[config.mk]
export PLATFORM = sky130hd
export DESIGN_NAME = tst_slot_eval
export DESIGN_NICKNAME = d
export VERILOG_FILES = /design/src/hdl/tst_pkg.sv /design/src/hdl/tst_slot_eval.sv
export SDC_FILE = /design/constraint.sdc
export NUM_CORES = 1
export LEC_CHECK = 0
export ABC_CLOCK_PERIOD_IN_PS = 12700
export BUFFER_PORTS_ARGS = -buffer_cell sky130_fd_sc_hd__clkbuf_2
export CAP_MARGIN = 20
export CORE_MARGIN = 8
export CORE_UTILIZATION = 50
export DETAILED_ROUTE_END_ITERATION = 6
export PLACE_DENSITY_LB_ADDON = 0.08
export SYNTH_ARGS = -nofsm -noshare
export SYNTH_HDL_FRONTEND = slang
export SYNTH_SLANG_ARGS = --single-unit
[constraint.sdc]
create_clock -name vclk -period 12.7
set_input_delay 2.54 -clock vclk [all_inputs]
set_output_delay 2.54 -clock vclk [all_outputs]
set_load 0.02 [all_outputs]
[src/hdl/tst_pkg.sv]
// ----------------------------------------------------------------------------
// tst_pkg
// Shared types, constants and codes of the timer slot table.
// ----------------------------------------------------------------------------
package tst_pkg;

  localparam int TIMER_SLOTS_DEF = 64;
  localparam int MAX_RESULTS     = 64;

  localparam int TIME_W  = 48;
  localparam int SPAN_W  = 32;
  localparam int ID_W    = 31;
  localparam int STAT_W  = 3;

  localparam logic [TIME_W-1:0] TIME_MAX = {TIME_W{1'b1}};
  localparam logic [ID_W-1:0]   ID_MAX   = {ID_W{1'b1}};
  localparam logic [ID_W-1:0]   ID_FIRST = ID_W'(1);

  localparam logic [STAT_W-1:0] STAT_OK       = 3'd0;
  localparam logic [STAT_W-1:0] STAT_FULL     = 3'd1;
  localparam logic [STAT_W-1:0] STAT_NOTFOUND = 3'd2;
  localparam logic [STAT_W-1:0] STAT_FIRED    = 3'd3;
  localparam logic [STAT_W-1:0] STAT_NONE     = 3'd4;

  typedef enum logic [1:0] {
    KIND_ADD   = 2'd0,
    KIND_DEL   = 2'd1,
    KIND_QUERY = 2'd2,
    KIND_TICK  = 2'd3
  } kind_t;

  typedef enum logic [1:0] {
    S_IDLE,
    S_SCAN,
    S_DONE
  } state_t;

  typedef struct packed {
    logic [ID_W-1:0]   id;
    logic [TIME_W-1:0] expiry;
    logic [SPAN_W-1:0] period;
  } slot_t;

  localparam int SLOT_W = $bits(slot_t);

  typedef struct packed {
    logic              hit;
    logic              one_shot;
    logic [ID_W-1:0]   remain;
    logic [TIME_W-1:0] new_exp;
  } eval_t;

endpackage

[src/hdl/tst_slot_eval.sv]
// ----------------------------------------------------------------------------
// tst_slot_eval
// Evaluates one slot entry against the command in progress: hit test,
// remaining time and saturated new expiry.
// ----------------------------------------------------------------------------
module tst_slot_eval import tst_pkg::*; (
  input  kind_t             kind,
  input  logic [TIME_W-1:0] now_time,
  input  logic [SPAN_W-1:0] delay,
  input  logic [ID_W-1:0]   target_id,
  input  slot_t             entry,
  input  logic              active,
  output eval_t             ev
);

  logic [SPAN_W-1:0] addend;
  logic [TIME_W:0]   sum;
  logic [TIME_W:0]   dif;
  logic              expired;

  always_comb begin
    addend  = (kind == KIND_ADD) ? delay : entry.period;
    sum     = {1'b0, now_time} + {{(TIME_W-SPAN_W+1){1'b0}}, addend};
    dif     = {1'b0, entry.expiry} - {1'b0, now_time};
    expired = dif[TIME_W] || (dif == '0);

    ev.new_exp  = sum[TIME_W] ? TIME_MAX : sum[TIME_W-1:0];
    ev.one_shot = (entry.period == '0);
    if (dif[TIME_W]) begin
      ev.remain = '0;
    end else if (|dif[TIME_W-1:ID_W]) begin
      ev.remain = ID_MAX;
    end else begin
      ev.remain = dif[ID_W-1:0];
    end

    case (kind)
      KIND_ADD:   ev.hit = !active;
      KIND_DEL:   ev.hit = active && (entry.id == target_id);
      KIND_QUERY: ev.hit = active;
      KIND_TICK:  ev.hit = active && expired;
      default:    ev.hit = 1'b0;
    endcase
  end

endmodule
# After elaboration in Yosys (flattened, before gate mapping)

Cells that the tools add are included.

Register bits after elaboration: 0
Input bits: 225
Output and inout port bits: 81
Logic and storage cells: 19

Add/sub/neg operators: 2
Equal/unequal tests: 4
Multiplexer cells: 5
Reductions and logical operators: 8

Operators by type and width:

| kind                                                | count |
|---|---|
| two-way mux 31 bit                                  | 2 |
| adder 48 x 32 -> 49 bit                             | 1 |
| zero test 49 bit                                    | 1 |
| subtractor 48 x 48 -> 49 bit                        | 1 |
| two-way mux 48 bit                                  | 1 |
| zero test 32 bit                                    | 1 |
| two-way mux 32 bit                                  | 1 |
| equality test 31 bit                                | 1 |
| OR reduction 17 bit                                 | 1 |
| equality test 2 bit, second input constant          | 2 |
| one-hot mux 1 bit (4 select lines)                  | 1 |
| equality test 2 x 1 -> 1 bit, second input constant | 1 |
| logical AND 1 bit                                   | 2 |
| zero test 2 bit                                     | 1 |
| zero test 1 bit                                     | 1 |
| logical OR 1 bit                                    | 1 |

# Longest topological paths before layout

Gate-level depths: netlist of the first run.

Word-level depth: 5
Mapped depth: 16
Mapped depth without buffers: 14

# Worst setup path before layout of the first run

No wires, ideal clock.

Path type: input to output
From: in kind[1]
To: out ev[45] (netlist name)
Arrival: 6.565 ns
Data required time: 10.160 ns
Setup slack: 3.595 ns
Cell stages on the path: 13
Path buffers: 2
Path through: nor2_1 clkbuf_1 mux2_2 ha_1 and3_1 nand3_1 a2111oi_1 o31ai_1 o311a_1 nor2_1 nand3b_1 clkbuf_1 a31oi_1

RTL lines:

| what               | RTL line            | text |
|---|---|---|
| start: declaration | tst_slot_eval.sv:7  | `input kind_t kind,` |
| end: declaration   | tst_slot_eval.sv:13 | `output eval_t ev` |

==> impl_metrics.py, run 1 <==
metrics = {
    "outcome": {
        "outcome": "finished, final reports clean",
    },
    "clocking": {
        "cts_hold_repair.buffers": 0,
        "cts.repair_timing.setup_buffer_count": 0,
        "cts_resized": 0,
    },
    "pwr": {
        "sw_frac_of_total_pct": 61.68,
        "p_leak_nw": 4.327,
        "intPower_uw": 198.8,
        "power.density_nw_per_um2": 61.20,
        "power_frac_comb_pct": 100.0,
        "share_clk_of_total_power_pct": 0,
        "worst_ir_drop_vdd_uv": 50.63,
        "netSwitchingPower_uw": 320.0,
        "p_seq_share_pct": 0,
    },
    "synth": {
        "netlist_area_um2": 6968,
        "yosys.area.top_type": "ha_1",
        "yosys_warnings": 0,
        "synth.top_cells.by_count": "a21oi_1, nand2_1, ha_1, nor2_1, inv_1",
        "most_frequent_cell_after_synthesis": "a21oi_1",
        "synth.top_cells.by_area": "ha_1, a21oi_1, xor2_1, nand2_1, mux2_2",
        "postSynthAreaPerCell_um2": 6.662,
        "postSynthNetCount": 1353,
        "yosys.area.top_type_share_pct": 14.37,
        "synthCells": 1046,
        "ys_types": 87,
        "synth.yosys.seq_area_share_pct": 0,
    },
    "finish": {
        "nets": 1619,
        "multi_input_area_um2": 6439,
        "clkbuf_count": 0,
        "final_cell_count_no_fill": 1491,
        "layout.area.seq_um2": 0,
        "syn_to_final_growth_pct": 21.66,
        "post-route-cell-area_um2": 8477,
        "nFlopsAndLatches": 0,
        "final_core_utilization_pct": 61.55,
        "fillers": 1429,
        "layout-drive-gt1-share_pct": 29.16,
    },
    "sta": {
        "worst_slew_pin_slew_ns": 0.9751,
        "setup_total_negative_slack_ns": 0,
        "max-slew-margin-rel_pct": 34.84,
        "rsz0062_at_grt": "false",
        "fmaxAchievable_ghz": 0.09919,
        "report.final.setup_viol": 0,
        "post_route_clock_period_utilization_pct": 79.38,
        "hold_violations": 0,
        "drv_slew": 0,
        "period_minus_slack_ns": 10.08,
    },
    "drt": {
        "post_drt_wl_per_cell_um": 18.40,
        "routed_vias_inst": 6.039,
        "routed_wl_um": 27430,
        "drt_pass1_iterations": 5,
        "postRouteAntennaNets": 0,
        "drt-initial-drc-count": 616,
        "detailroute.via_count": 9004,
        "drc_errors": 0,
    },
    "setup_path": {
        "timing.critical_path.buf_inv": 3,
        "critical_path.max_stage_delay_ns": 0.77,
        "critical_path_peak_fanout": 43,
        "timing.critical_path.cells": "clkbuf_2, nor2_4, mux2_2, ha_1, and3_1, nand3_1, a2111oi_1, o31ai_1, o311a_1, nor2_1, nand3b_1, buf_4, and3_1, a21oi_1, clkbuf_2",
        "critPathSlowestCell": "a2111oi_1",
        "worstSetupEndpointType": "output pin",
        "cp_data_required_time_ns": 10.16,
        "worst-setup-path-type": "in2out",
        "start_kind": "input port",
        "critical-path-top-delay-family": "simple AND/OR/NAND/NOR gates",
        "critical_path_arrival_ns": 7.54,
    },
    "floorplan": {
        "design.die.area_um2": 17970,
        "floorplan.rows": 43,
        "die_y_um": 134.1,
        "chipWidth_um": 134.1,
        "placeableCoreArea_um2": 13770,
        "design.portCount": 306,
        "start_util_pct": 50.59,
    },
    "global_route": {
        "antenna_found_initial": 0,
        "first_global_vias": 8535,
        "groute.usage.overall_pct": 28.27,
        "first_pass_grt_wire_length_um": 42590,
        "grt_overflow_total": 0,
        "grt_start_max_net_pins": 44,
    },
    "placed_design": {
        "placedCellCount": 1488,
        "globalplace.congestion": 0.9570,
        "portBuffers": 306,
        "place_hpwl_um": 23900,
        "postPlaceCellArea_um2": 8454,
    },
    "min_path": {
        "worstHoldPathType": "in2out",
    },
    "run": {
        "cap_violations": 0,
    },
}
## layout make-up
| class | count | area share [%] |
|---|---|---|
| antenna | 1 | 0.02952 |
| timing repair buffer | 309 | 18.39 |
| multi-input combinational | 934 | 75.96 |
| tap | 180 | 2.657 |
| inverter | 67 | 2.967 |
## metrics by stage
stage	hold WS [ns]	power (mW)	worst slack (ns)
CTS	5.400	0.5119	2.653
finish	5.400	0.5188	2.619
global route	5.415	0.5653	2.290
detailed placement	5.400	0.5081	2.656
floorplan	5.209	0.3550	3.595
global placement	5.396	0.5076	2.739
## power groups by stage
stage,clock network (mW),registers (mW),logic (mW)
after floorplan,0,0,0.355
after global placement,0,0,0.508
after detailed placement,0,0,0.508
after CTS,0,0,0.512
after global routing,0,0,0.565
final,0.0000000106,0,0.519
## metal layers
layer  GRT usage, %  share of wire, %  vias up
met5              0                 0        -
met2          48.06                45      428
met1          36.48                43     4111
met3          5.759                10       28
met4          4.429               1.7        0
li1               -                 -     4437
## cell usage in the layout, fill, tap and decap left out, types with 32 or more instances in the layout
cell type	instances
clkbuf_2	306
a21oi_1	118
nand2_1	109
ha_1	80
nor2_1	69
inv_1	67
o21ai_0	61
xor2_1	47
xnor2_1	39
mux2_2	35
nand4_1	34
nor3_1	32
## cells by family (layout without fill, tap and decap cells)
| logic type | Yosys count | in the layout | synth area share [%] |
|---|---|---|---|
| xor+xnor | 86 | 86 | 10.81 |
| compound gates | 341 | 341 | 31.91 |
| buf+inv | 112 | 376 | 7.739 |
| fa+ha+maj | 82 | 82 | 14.94 |
| other cells | 0 | 1 | 0 |
| mux | 40 | 40 | 6.375 |
| simple gates | 385 | 385 | 28.23 |
## path summary, 6_finish.rpt
check                        start      to  slack (ns)  depth (start not counted)
worst min-delay path  now_time[39]  ev[39]        5.40                          3
worst max-delay path       kind[1]  ev[39]        2.62                         15
Note: power is estimated with default switching activity, not from simulation.
==> run 2, diff against run 1 <==
- ABC_CLOCK_PERIOD_IN_PS: 12700 -> 10180
- clock period: 12.7 -> 10.18 ns (I/O delays scaled with it)
==> run 2 against run 1 <==
Against the previous run: via count down 0.58%; cell count did not move; routed wire length hardly changed; critical path type unchanged; first-iteration DRC count grew 6.3%; total power increased by 25%; critical path depth rose by 1; non-clock buffer count increased by 1; cell area about the same; utilization hardly changed.
==> impl_metrics.py, run 2 (synthesized netlist as in run 1, its figures left out) <==
metrics = {
    "global_route": {
        "grt_start_max_net_pins": 44,
        "first_global_vias": 8709,
        "first_pass_grt_wire_length_um": 43730,
        "groute.usage.overall_pct": 28.83,
        "grt_overflow_total": 0,
        "antenna_found_initial": 0,
    },
    "sta": {
        "hold_violations": 0,
        "post_route_clock_period_utilization_pct": 88.72,
        "fmaxAchievable_ghz": 0.1107,
        "setup_total_negative_slack_ns": 0,
        "rsz0062_at_grt": "false",
        "worst_slew_pin_slew_ns": 0.8491,
        "drv_slew": 0,
        "report.final.setup_viol": 0,
        "period_minus_slack_ns": 9.032,
        "max-slew-margin-rel_pct": 43.25,
    },
    "drt": {
        "detailroute.via_count": 8952,
        "drt-initial-drc-count": 655,
        "drc_errors": 0,
        "routed_vias_inst": 6.004,
        "drt_pass1_iterations": 5,
        "routed_wl_um": 27450,
        "post_drt_wl_per_cell_um": 18.41,
        "postRouteAntennaNets": 0,
    },
    "pwr": {
        "p_leak_nw": 4.332,
        "worst_ir_drop_vdd_uv": 49.97,
        "total_power_uw": 648.7,
        "power.density_nw_per_um2": 76.48,
    },
    "setup_path": {
        "critical_path_peak_fanout": 43,
        "start_kind": "input port",
        "critical_path_arrival_ns": 7.00,
        "worst-setup-path-type": "in2out",
        "cp_data_required_time_ns": 8.14,
        "worstSetupEndpointType": "output pin",
    },
    "outcome": {
        "outcome": "finished, final reports clean",
    },
    "floorplan": {
        "chipWidth_um": 134.1,
        "start_util_pct": 50.59,
        "floorplan.rows": 43,
        "placeableCoreArea_um2": 13770,
        "die_y_um": 134.1,
        "design.die.area_um2": 17970,
        "design.portCount": 306,
    },
    "min_path": {
        "worstHoldPathType": "in2out",
    },
    "placed_design": {
        "portBuffers": 306,
        "place_hpwl_um": 24040,
        "globalplace.congestion": 0.9349,
    },
    "finish": {
        "layout-drive-gt1-share_pct": 29.21,
        "nets": 1620,
        "layout.area.seq_um2": 0,
        "nFlopsAndLatches": 0,
        "final_common_cell": "clkbuf_2",
        "syn_to_final_growth_pct": 21.73,
        "multi_input_area_um2": 6439,
        "fillers": 1418,
        "layout_common_cells": "clkbuf_2, a21oi_1, nand2_1",
        "antenna-diode-count": 0,
        "clkbuf_count": 0,
    },
    "clocking": {
        "cts_hold_repair.buffers": 0,
        "cts.repair_timing.setup_buffer_count": 0,
        "cts_resized": 0,
    },
    "run": {
        "cap_violations": 0,
    },
}
## run 2: cell types whose count changed in the layout (fill, tap and decap cells not counted)
| cell | change |
|---|---|
| diode_2 | -1 |
| buf_4 | +1 |
## run 2: worst max-delay path, stage by stage
cell and delay [ns]:
clkbuf_2 0.12, nor2_4 0.33, buf_4 0.39, mux2_2 0.38, ha_1 0.38, and3_1 0.21
nand3_1 0.15, a2111oi_1 0.77, o31ai_1 0.32, o311a_1 0.41, nor2_1 0.48, nand3b_1 0.15
buf_4 0.29, and3_1 0.24, a21oi_1 0.13, clkbuf_2 0.18
## run 2: area by class of cell
type	count	share of cell area, %
inverters	67	2.965
repair buffers	310	18.47
multi-input cells	934	75.91
well taps	180	2.655
## run 2: report_power, final
| group | internal (mW) | total, mW | switching, mW | leakage [nW] |
|---|---|---|---|---|
| clock | 0 | 0 | 0 | 0 |
| sequential | 0 | 0 | 0 | 0 |
| combinational | 0.248 | 0.649 | 0.400 | 4.33 |
| total | 0.248 | 0.649 | 0.400 | 4.33 |
## run 2: final timing paths
| check | to | start | depth (start not counted) | slack, ns |
|---|---|---|---|---|
| max | ev[39] | kind[1] | 16 | 1.15 |
| min | ev[39] | now_time[39] | 3 | 4.39 |
## run 2: metrics by stage
stage                     std cells  hold WS [ns]  instance area, um2  utilization [%]  setup slack (ns)
after floorplan                1046         4.201                6968                -             2.083
after global placement         1489         4.391                8462            61.44             1.378
after detailed placement       1489         4.388                8462            61.44             1.235
after CTS                      1489         4.388                8462            61.44             1.221
after global routing           1491         4.405                8482            61.58            0.8467
final                          1491         4.389                8482            61.58             1.148
## run 2: metal layers
layer / up-vias / track usage, % / part of all wire [%]
met1: 4060 / 38.19 / 44
met2: 427 / 48.09 / 45
met5: - / 0 / 0
met3: 32 / 5.572 / 9.8
met4: 0 / 4.242 / 1.5
li1: 4433 / - / -
