--- config.mk ---
export PLATFORM = sky130hd
export DESIGN_NAME = tst_ram
export DESIGN_NICKNAME = d
export VERILOG_FILES = /design/src/hdl/tst_ram.sv
export SDC_FILE = /design/constraint.sdc
export NUM_CORES = 1
export LEC_CHECK = 0
export BUFFER_PORTS_ARGS = -buffer_cell sky130_fd_sc_hd__buf_2
export CAP_MARGIN = 25
export CORE_UTILIZATION = 60
export CTS_BUF_LIST = sky130_fd_sc_hd__clkbuf_4 sky130_fd_sc_hd__clkbuf_8 sky130_fd_sc_hd__clkbuf_16
export DETAILED_ROUTE_END_ITERATION = 12
export PLACE_DENSITY = 0.81
export SLEW_MARGIN = 20
export SYNTH_ARGS = -nofsm -noshare
export SYNTH_HDL_FRONTEND = slang
export SYNTH_SLANG_ARGS = --single-unit
--- constraint.sdc ---
create_clock -name clk -period 1.9 [get_ports clk]
set_input_delay 0.095 -clock clk [delete_from_list [all_inputs] [get_ports clk]]
set_output_delay 0.095 -clock clk [all_outputs]
set_load 0.005 [all_outputs]
--- src/hdl/tst_ram.sv ---
// ----------------------------------------------------------------------------
// tst_ram
// Generic single-write, single-read RAM with registered read data.
// ----------------------------------------------------------------------------
module tst_ram #(
  parameter int WIDTH = 8,
  parameter int DEPTH = 16
) (
  input  logic                                     clk,
  input  logic                                     wr_en,
  input  logic [(DEPTH > 1 ? $clog2(DEPTH) : 1)-1:0] wr_addr,
  input  logic [WIDTH-1:0]                         wr_data,
  input  logic                                     rd_en,
  input  logic [(DEPTH > 1 ? $clog2(DEPTH) : 1)-1:0] rd_addr,
  output logic [WIDTH-1:0]                         rd_data
);

  logic [WIDTH-1:0] mem_r [DEPTH];
  logic [WIDTH-1:0] rd_data_r;

  always_ff @(posedge clk) begin
    if (wr_en) begin
      mem_r[wr_addr] <= wr_data;
    end
    if (rd_en) begin
      rd_data_r <= mem_r[rd_addr];
    end
  end

  assign rd_data = rd_data_r;

endmodule

* Word level (Yosys, flattened, before mapping) *
Memory sizes are Yosys's and may differ from the RTL's. A register that Yosys moved wholly into a read port is not among the register bits.
Cells that the tools add are included.

cells by class
  muxes and demuxes = 2

operators by type and width
  cell               number
  1-bit two-way mux  2

storage, ports and cells
  register bits after elaboration = 0
  RAM bits = 128
  bits of input ports = 19
  output and inout bits = 8
  word-level logic and storage cells = 3
  memories = 1

memory list
  memory  words  width  rd ports  clocked after Yosys merged registers in  wr ports  line  RTL
  mem_r   16     8      1         1                                        1         18    logic [WIDTH-1:0] mem_r [DEPTH];

* Longest topological paths before layout *
Gate-level depths: netlist (run 1).

  depth after elaboration = 2
  depth in mapped cells = 5
  depth with buffers taken out = 3

* Least setup slack after synthesis (run 1) *
No wires, ideal clock.

  path type = input-to-reg
  from = input port wr_addr[2] in the netlist's numbering
  to = memory mem_r[0][0] (enable)
  arrival = 1.205 ns
  setup slack = 0.312 ns
  stages on the path = 2
  buffers on the path = 0
  cell sequence = or3b_2 > nor3_1

RTL lines
  what             line  RTL
  start, declared  11    input logic [(DEPTH > 1 ? $clog2(DEPTH) : 1)-1:0] wr_addr,
  end, declared    18

No word-level cell before the write port.

==> results_dict.tcl, run 1 <==
set metrics [dict create \
    outcome "complete, no violations" \
    post-cts-setup-buffers 0 \
    rows 33 \
    fin_nets 314 \
    ios 27 \
    fin_setup_tns_ns 0 \
    period_needed_ns 1.55 \
    combPwrFrac_pct 4.4 \
    hold_violations 0 \
    grt_setup_unrepaired "false" \
    crit_path_end_kind "flop" \
    insertion_delay_ns 0.50 \
    slew_viol_final 0 \
    root_buffer "clkbuf_8" \
    wl_met1_mm 3.91 \
    critPathKind "reg -> reg" \
    clkTransAtPathRegs_ns 0.06 \
    path_cells "mux4_1, a22oi_1, nand2_1" \
    post-route-period-util_pct 81.5 \
    grt_max_degree 33 \
    core_um2 8340 \
    cp_max_fo 1 \
    layout-drive-gt1-share_pct 31.0 \
    netlist_area_um2 5230 \
    wl_met2_mm 5.35 \
    cell_internal_pwr_uw 6040 \
    dr_wl_met3_um 757 \
    p_seq_share_pct 46.1 \
    detail_route.vias_per_cell 6.23 \
    drc_errors 0 \
    cts_resized 0 \
    dp_hpwl_mm 6.04 \
    topRoutingLayerUsed "met4" \
    synth_top_area_share_pct 78.1 \
    synth_cells 229 \
    fill_cells 437 \
    power.switching_uw 1330 \
    ir_drop_uv 679 \
    layout_setup_ws_ns 0.352 \
    drt_iter0_markers 190 \
    cap_violations 0 \
    holdWs_ns 0.137 \
    grt_antenna_before_repair 0 \
    fin_skew_ns 0.00788 \
    hold_buffers 9 \
    drt_first_pass_iters 4 \
    grt_pass1_vias 2688 \
    ys_types 18 \
    cts_made_buffers 17 \
    crit_arrival_ns 1.79 \
    power_density_nw_per_um2 1160 \
    io_buffers 26 \
    insertedDiodeCount 0 \
    synth_nets 248 \
    area_growth_pct 21.4 \
    startpoint_type "flop" \
    wirelength_mm 10.2 \
    gp_congestion 0.734 \
    die_x_um 95.3 \
    dp_slack_ns 0.246 \
    initial_core_util_pct 62.7 \
    power_switching_share_pct 18.1 \
    slowest_delay_ns 0.57 \
    drt.antenna.violating_nets 0 \
    tightest_slew_ns 0.642 \
    die_area_um2 9090 \
    cts.htree.levels 4 \
    ys_seq_elements 136 \
    cts_tree "built" \
    clockBufferDepth 2 \
    wl_per_cell_um 24.7 \
    grt_overflow 0 \
    power_leakage_uw 0.00219 \
    setup_viol 0 \
    synthTopCellsByArea "edfxtp_1 78%, mux4_2 7.8%, mux4_1 7.0%" \
    via_count 2559 \
    groute.usage.overall_pct 25.3 \
    relSlewSlack_pct 57.0 \
    worstPathRequired_ns 2.15 \
    hp-class "in -> reg" \
    postLayoutCoreUtil_pct 76.1 \
    synth_seq_area_share_pct 78.1 \
    cpMaxStageDelayCell "mux4_1" \
    clock_sinks 136 \
    grt_pass1_wl_mm 15.0 \
    yosys.area.top_type "edfxtp_1" \
    die_h_um 95.3 \
    ys_warn_count 0 \
    p_clk_share_pct 49.4 \
    max_freq_mhz 646 \
    synth.avg_cell_area_um2 22.8 \
]
==> metal layers <==
| layer | vias up | global-route usage, % |
|---|---|---|
| met1 | 1300 | 31.5 |
| met4 | 0 | 9.97 |
| li1 | 1115 | - |
| met3 | 13 | 6.94 |
| met2 | 131 | 42.6 |
| met5 | - | 0 |
==> final timing paths <==
check / start / slack (ns) / depth (start not counted) / to
setup reg to reg: mem_r[5][1]$_DFFE_PP_ / 0.35 / 3 / rd_data[1]$_DFFE_PP_
setup / recovery: mem_r[5][1]$_DFFE_PP_ / 0.35 / 3 / rd_data[1]$_DFFE_PP_
hold / removal: wr_addr[0] / 0.14 / 3 / mem_r[4][5]$_DFFE_PP_
hold reg to reg: mem_r[15][3]$_DFFE_PP_ / 0.75 / 3 / rd_data[3]$_DFFE_PP_
==> Yosys cell counts <==
cell type / count
mux4_2: 18
and2_1: 1
buf_6: 3
nand3_1: 1
a22oi_1: 16
edfxtp_1: 136
buf_2: 3
nand2b_1: 2
clkdlybuf4s25_2: 3
nand2_1: 9
nand3b_1: 2
nor2_1: 13
nor3_1: 4
or3b_2: 1
mux4_1: 14
buf_4: 1
nor2b_1: 1
and2b_1: 1
==> per-stage QoR <==
stage / power, uW / instances / instance area [um2]
finish: 7370 / 411 / 6350
global route: 7560 / 411 / 6350
CTS: 7410 / 411 / 6350
detailed placement: 3770 / 372 / 5590
global placement: 3750 / 372 / 5590
floorplan: 3630 / 229 / 5230
==> power by group through the flow <==
stage	clock (uW)	sequential, uW	combinational (uW)
3_5_place_dp	0	3460	310
6_report	3640	3400	326
2_1_floorplan	0	3460	171
5_1_grt	3800	3400	352
4_1_cts	3680	3400	329
3_3_place_gp	0	3460	297
==> final cells by class <==
cell class	instances	area, um2	share of cell area (%)
Clock inverter	13	251	3.96
Tap cell	105	131	2.07
Clock buffer	17	414	6.52
Multi-Input combinational cell	83	1060	16.7
Sequential cell	136	4080	64.3
Timing Repair Buffer	57	410	6.46
==> registers in the layout, summed over array words and instances, names as in the netlist <==
register	cells
mem_r	128
rd_data	8
==> logic make-up after synthesis <==
logic type	count (synthesis)	synth area share, %
multiplexers	32	14.8
flip-flops	136	78.1
AND/OR/NAND/NOR	35	3.14
buffers and inverters	10	1.65
AO/OA/AOI/OAI	16	2.30
==> critical path: cells and delay by family (launching register included) <==
family          cells  cell delay, ns
mux                 1            0.57
flops               1            0.38
compound gates      1            0.25
simple gates        1            0.10
==> cells in the final DEF (no fill, tap or decap) <==
master         count
edfxtp_1         136
buf_2             26
buf_4             20
mux4_2            18
a22oi_1           16
clkbuf_16         16
mux4_1            14
nor2_1            13
nand2_1            9
dlygate4sd3_1      9
bufinv_16          7
nor3_1             4
nand3b_1           2
nand2b_1           2
clkinv_4           2
clkinv_1           2
buf_12             2
nor2b_1            1
and2_1             1
and2b_1            1
nand3_1            1
or3b_2             1
clkbuf_8           1
inv_6              1
clkinvlp_4         1
Power figures use the tool's default switching activity.
==> run 2, diff against run 1 <==
==> constraint.sdc (replaced) <==
create_clock -name clk -period 1.53 [get_ports clk]
set_input_delay 0.0765 -clock clk [delete_from_list [all_inputs] [get_ports clk]]
set_output_delay 0.0765 -clock clk [all_outputs]
set_load 0.005 [all_outputs]
==> results_dict.tcl, run 2 (synthesis results as in run 1) <==
set metrics [dict create \
    grt_setup_unrepaired "false" \
    reg2reg_from "mem_r[1][5]$_DFFE_PP_" \
    outcome "complete, no violations" \
    drt_iter0_markers 253 \
    io_buffers 26 \
    cp_max_fo 1 \
    post-cts-setup-buffers 0 \
    mostFrequentLayoutCells "136 x edfxtp_1, 26 x buf_2, 20 x buf_4" \
    relSlewSlack_pct 73.0 \
    groute.usage.overall_pct 24.8 \
    hp-class "in -> reg" \
    root_buffer "clkbuf_8" \
    fin_nets 315 \
    crit_path_end_kind "flop" \
    place_area_um2 5620 \
    fin_skew_ns 0.00531 \
    stdcell_area_um2 6300 \
    min_path_cells 3 \
    crit_arrival_ns 1.75 \
    rows 33 \
    gp_congestion 0.820 \
    power_density_nw_per_um2 1350 \
    grt_max_degree 23 \
    wl_per_cell_um 24.0 \
    area_growth_pct 20.5 \
    final-instance-count-excl-fill 413 \
    die_area_um2 9090 \
    postLayoutCoreUtil_pct 75.5 \
    ios 27 \
    initial_core_util_pct 62.7 \
    r2r_cells 3 \
    hold_violations 0 \
    dp_hpwl_mm 6.27 \
    startpoint_type "flop" \
    grt_pass1_wl_mm 14.8 \
    clkTransAtPathRegs_ns 0.06 \
    endpoint "rd_data[5]$_DFFE_PP_" \
    grt_overflow 0 \
    power_leakage_uw 0.00216 \
    max_freq_mhz 671 \
    fill_cells 449 \
    holdWs_ns 0.153 \
    clock_sinks 136 \
    detail_route.vias_per_cell 6.11 \
    r2r_setup_slack_ns 0.04 \
    grt_pass1_vias 2534 \
    cap_violations 0 \
    insertion_delay_ns 0.51 \
    slew_viol_final 0 \
    layout-drive-gt1-share_pct 33.1 \
    critPathLaunch "mem_r[1][5]$_DFFE_PP_" \
    die_h_um 95.3 \
    final_common_cell "edfxtp_1" \
    ir_drop_uv 1210 \
    clockBufferDepth 2 \
    die_x_um 95.3 \
    cts.htree.levels 4 \
    drt_first_pass_iters 5 \
    dpl.cell_count 373 \
    period_needed_ns 1.49 \
    tightest_slew_ns 0.405 \
    grt_antenna_before_repair 0 \
    wirelength_mm 9.91 \
    drt.antenna.violating_nets 0 \
    largest_register "mem_r" \
    largest_register_ffs 128 \
    core_um2 8340 \
    via_count 2523 \
    cts_made_buffers 17 \
    worst_r2r_endpoint "rd_data[5]$_DFFE_PP_" \
    multi_input_area_um2 1080 \
    drc_errors 0 \
    seq_area_um2 4080 \
    worstPathRequired_ns 1.79 \
    critPathKind "reg -> reg" \
    cts_tree "built" \
    setup_viol 0 \
    insertedDiodeCount 0 \
    post-route-period-util_pct 97.5 \
]
-- run 2: critical path, stage by stage, from the launching register on --
cell	delay [ns]
edfxtp_1	0.37
mux4_1	0.53
a22oi_2	0.26
nand2_1	0.08
-- run 2: how the worst min path moves through the flow --
stage	slack (ns)	endpoint	from
2_1_floorplan	0.18	mem_r[0][0]$_DFFE_PP_	wr_data[0]
3_3_place_gp	0.45	rd_data[5]$_DFFE_PP_	rd_en
3_5_place_dp	0.46	rd_data[0]$_DFFE_PP_	rd_en
4_1_cts	0.13	mem_r[0][7]$_DFFE_PP_	wr_addr[0]
5_1_grt	0.14	mem_r[0][7]$_DFFE_PP_	wr_addr[0]
6_report	0.15	mem_r[0][5]$_DFFE_PP_	wr_addr[1]
-- run 2: area by class of cell --
| class | instances | area share, % |
|---|---|---|
| timing repair buffer | 58 | 6.83 |
| clock inverter | 14 | 2.52 |
| tap | 105 | 2.08 |
| clock buffer | 17 | 6.57 |
| sequential | 136 | 64.8 |
| multi-input combinational | 83 | 17.2 |
-- run 2: layer usage --
layer  vias up  GRT usage [%]  wire length, um
li1       1116              -                -
met1      1277           31.8             4080
met2       110           39.5             5010
met3        20           7.02              593
met4         0           11.6              236
met5         -              0                0
-- run 2: timing repair --
item | in CTS | in global routing
resized for setup | 0 | 4
endpoints found under the hold margin | 136 | 0
hold buffers | 9 | 0
setup endpoints to repair | 0 | 4
-- run 2: through the flow --
stage,TNS (ns),power (uW),setup slack [ns]
finish,0,8530,0.0389
floorplan,0,4500,0.171
detailed placement,-0.506,4690,-0.108
CTS,0,8570,0.0106
global placement,-0.274,4670,-0.0718
global route,0,8790,0.0127
-- run 2: report_power, final --
| group | total, uW | internal (uW) | leakage, uW | switching (uW) |
|---|---|---|---|---|
| combinational | 417 | 192 | 0.000648 | 224 |
| clock | 3890 | 2450 | 0.000278 | 1440 |
| sequential | 4220 | 4200 | 0.00124 | 23.9 |
| total | 8530 | 6840 | 0.00216 | 1680 |
==> run 3, diff against run 2 <==
--- a/config.mk
+++ b/config.mk
@@ -5,12 +5,13 @@
 export SDC_FILE = /design/constraint.sdc
 export NUM_CORES = 1
 export LEC_CHECK = 0
+export ABC_CLOCK_PERIOD_IN_PS = 1530
 export BUFFER_PORTS_ARGS = -buffer_cell sky130_fd_sc_hd__buf_2
 export CAP_MARGIN = 25
 export CORE_UTILIZATION = 60
 export CTS_BUF_LIST = sky130_fd_sc_hd__clkbuf_4 sky130_fd_sc_hd__clkbuf_8 sky130_fd_sc_hd__clkbuf_16
 export DETAILED_ROUTE_END_ITERATION = 12
-export PLACE_DENSITY = 0.81
+export PLACE_DENSITY = 0.78
 export SLEW_MARGIN = 20
 export SYNTH_ARGS = -nofsm -noshare
 export SYNTH_HDL_FRONTEND = slang
==> results_dict.tcl, run 3 (synthesis results as in run 1) <==
set metrics [dict create \
    p_clk_share_pct 45.3 \
    final_common_cell "edfxtp_1" \
    power_density_nw_per_um2 1340 \
    max_freq_mhz 671 \
    crit_path_end_kind "flop" \
    power_leakage_uw 0.00218 \
    cap_violations 0 \
    clockBufferDepth 2 \
    grt_antenna_before_repair 0 \
    initial_core_util_pct 62.7 \
    fill_cells 444 \
    clock_sinks 136 \
    die_x_um 95.3 \
    slew_viol_final 0 \
    p_seq_share_pct 49.7 \
    groute.usage.overall_pct 25.6 \
    grt_overflow 0 \
    drt_first_pass_iters 5 \
    cts_made_buffers 17 \
    drt.antenna.violating_nets 0 \
    relSlewSlack_pct 74.0 \
    post-route-period-util_pct 97.4 \
    wl_per_cell_um 24.4 \
    largest_register "mem_r" \
    detail_route.vias_per_cell 6.19 \
    insertedDiodeCount 0 \
    rows 33 \
    dp_hpwl_mm 6.19 \
    totalPowerFinal_uw 8500 \
    hold_violations 0 \
    drc_errors 0 \
    die_h_um 95.3 \
    startpoint_type "flop" \
    largest_register_ffs 128 \
    outcome "complete, no violations" \
    wirelength_mm 10.3 \
    via_count 2604 \
    period_needed_ns 1.49 \
    insertion_delay_ns 0.51 \
    stdcell_area_um2 6340 \
    io_buffers 26 \
    ir_drop_uv 887 \
    core_um2 8340 \
    ios 27 \
    fin_setup_tns_ns 0 \
    grt_pass1_wl_mm 15.3 \
    critPathKind "reg -> reg" \
    mostFrequentLayoutCells "136 x edfxtp_1, 27 x buf_4, 26 x buf_2" \
    combPwrFrac_pct 5.0 \
    clkTransAtPathRegs_ns 0.06 \
    cell_internal_pwr_uw 6740 \
    die_area_um2 9090 \
    setup_viol 0 \
    area_growth_pct 21.3 \
    fin_nets 322 \
    place_area_um2 5670 \
    grt_setup_unrepaired "false" \
    final-instance-count-excl-fill 421 \
    worstPathRequired_ns 1.78 \
    cts.htree.levels 4 \
    grt_max_degree 23 \
    grt_pass1_vias 2620 \
    power.switching_uw 1760 \
    hp-class "in -> reg" \
    tightest_slew_ns 0.390 \
    cts_tree "built" \
    power_switching_share_pct 20.7 \
    gp_congestion 0.796 \
    dpl.cell_count 380 \
    crit_arrival_ns 1.74 \
    drt_iter0_markers 294 \
    layout-drive-gt1-share_pct 34.8 \
    fin_skew_ns 0.00543 \
    root_buffer "clkbuf_8" \
    cp_max_fo 1 \
]
run 3: layout make-up:
cell class | count | area, um2 | share of cell area [%]
Multi-Input combinational cell | 83 | 1070 | 16.9
Clock buffer | 18 | 422 | 6.65
Timing Repair Buffer | 65 | 483 | 7.62
Clock inverter | 14 | 150 | 2.37
Sequential cell | 136 | 4080 | 64.4
Tap cell | 105 | 131 | 2.07
run 3: final timing paths:
| check | from | cells past startpoint | to | slack (ns) |
|---|---|---|---|---|
| worst max register to register | mem_r[3][4]$_DFFE_PP_ | 3 | rd_data[4]$_DFFE_PP_ | 0.04 |
| worst max-delay path | mem_r[3][4]$_DFFE_PP_ | 3 | rd_data[4]$_DFFE_PP_ | 0.04 |
| worst min register to register | mem_r[12][1]$_DFFE_PP_ | 3 | rd_data[1]$_DFFE_PP_ | 0.75 |
| worst min-delay path | wr_addr[0] | 3 | mem_r[0][0]$_DFFE_PP_ | 0.14 |
run 3: power by group through the flow:
stage	Combinational, uW	Clock, uW	Sequential [uW]
final	426	3850	4220
after global routing	459	4060	4230
after CTS	423	3890	4220
after detailed placement	400	0	4300
after global placement	388	0	4290
after floorplan	212	0	4290
run 3: repair_timing:
action                     in CTS  in global routing
hold buffers                    9                  0
setup endpoints to repair       0                  3
hold endpoints to repair      136                  0
resized for setup               0                  3
buffers inserted                0                  0
run 3: critical path, cell delays in order (launching register included):
cell and delay (ns):
edfxtp_1 0.36, mux4_2 0.50, a22oi_1 0.28, nand2_1 0.09
run 3: layer usage:
layer / share of wire [%] / global-route usage, % / vias up
met2: 50 / 39.6 / 154
met3: 8.4 / 7.10 / 23
li1: - / - / 1131
met5: 0 / 0 / -
met1: 39 / 34.8 / 1296
met4: 2.4 / 10.9 / 0
run 3: through the flow:
stage	utilization [%]	setup WS [ns]	hold slack [ns]
after floorplan	-	0.171	0.175
after global placement	68.0	-0.0755	0.449
after detailed placement	68.0	-0.147	0.449
after CTS	75.9	0.00925	0.115
after global routing	76.0	0.00482	0.126
final	76.0	0.0396	0.136
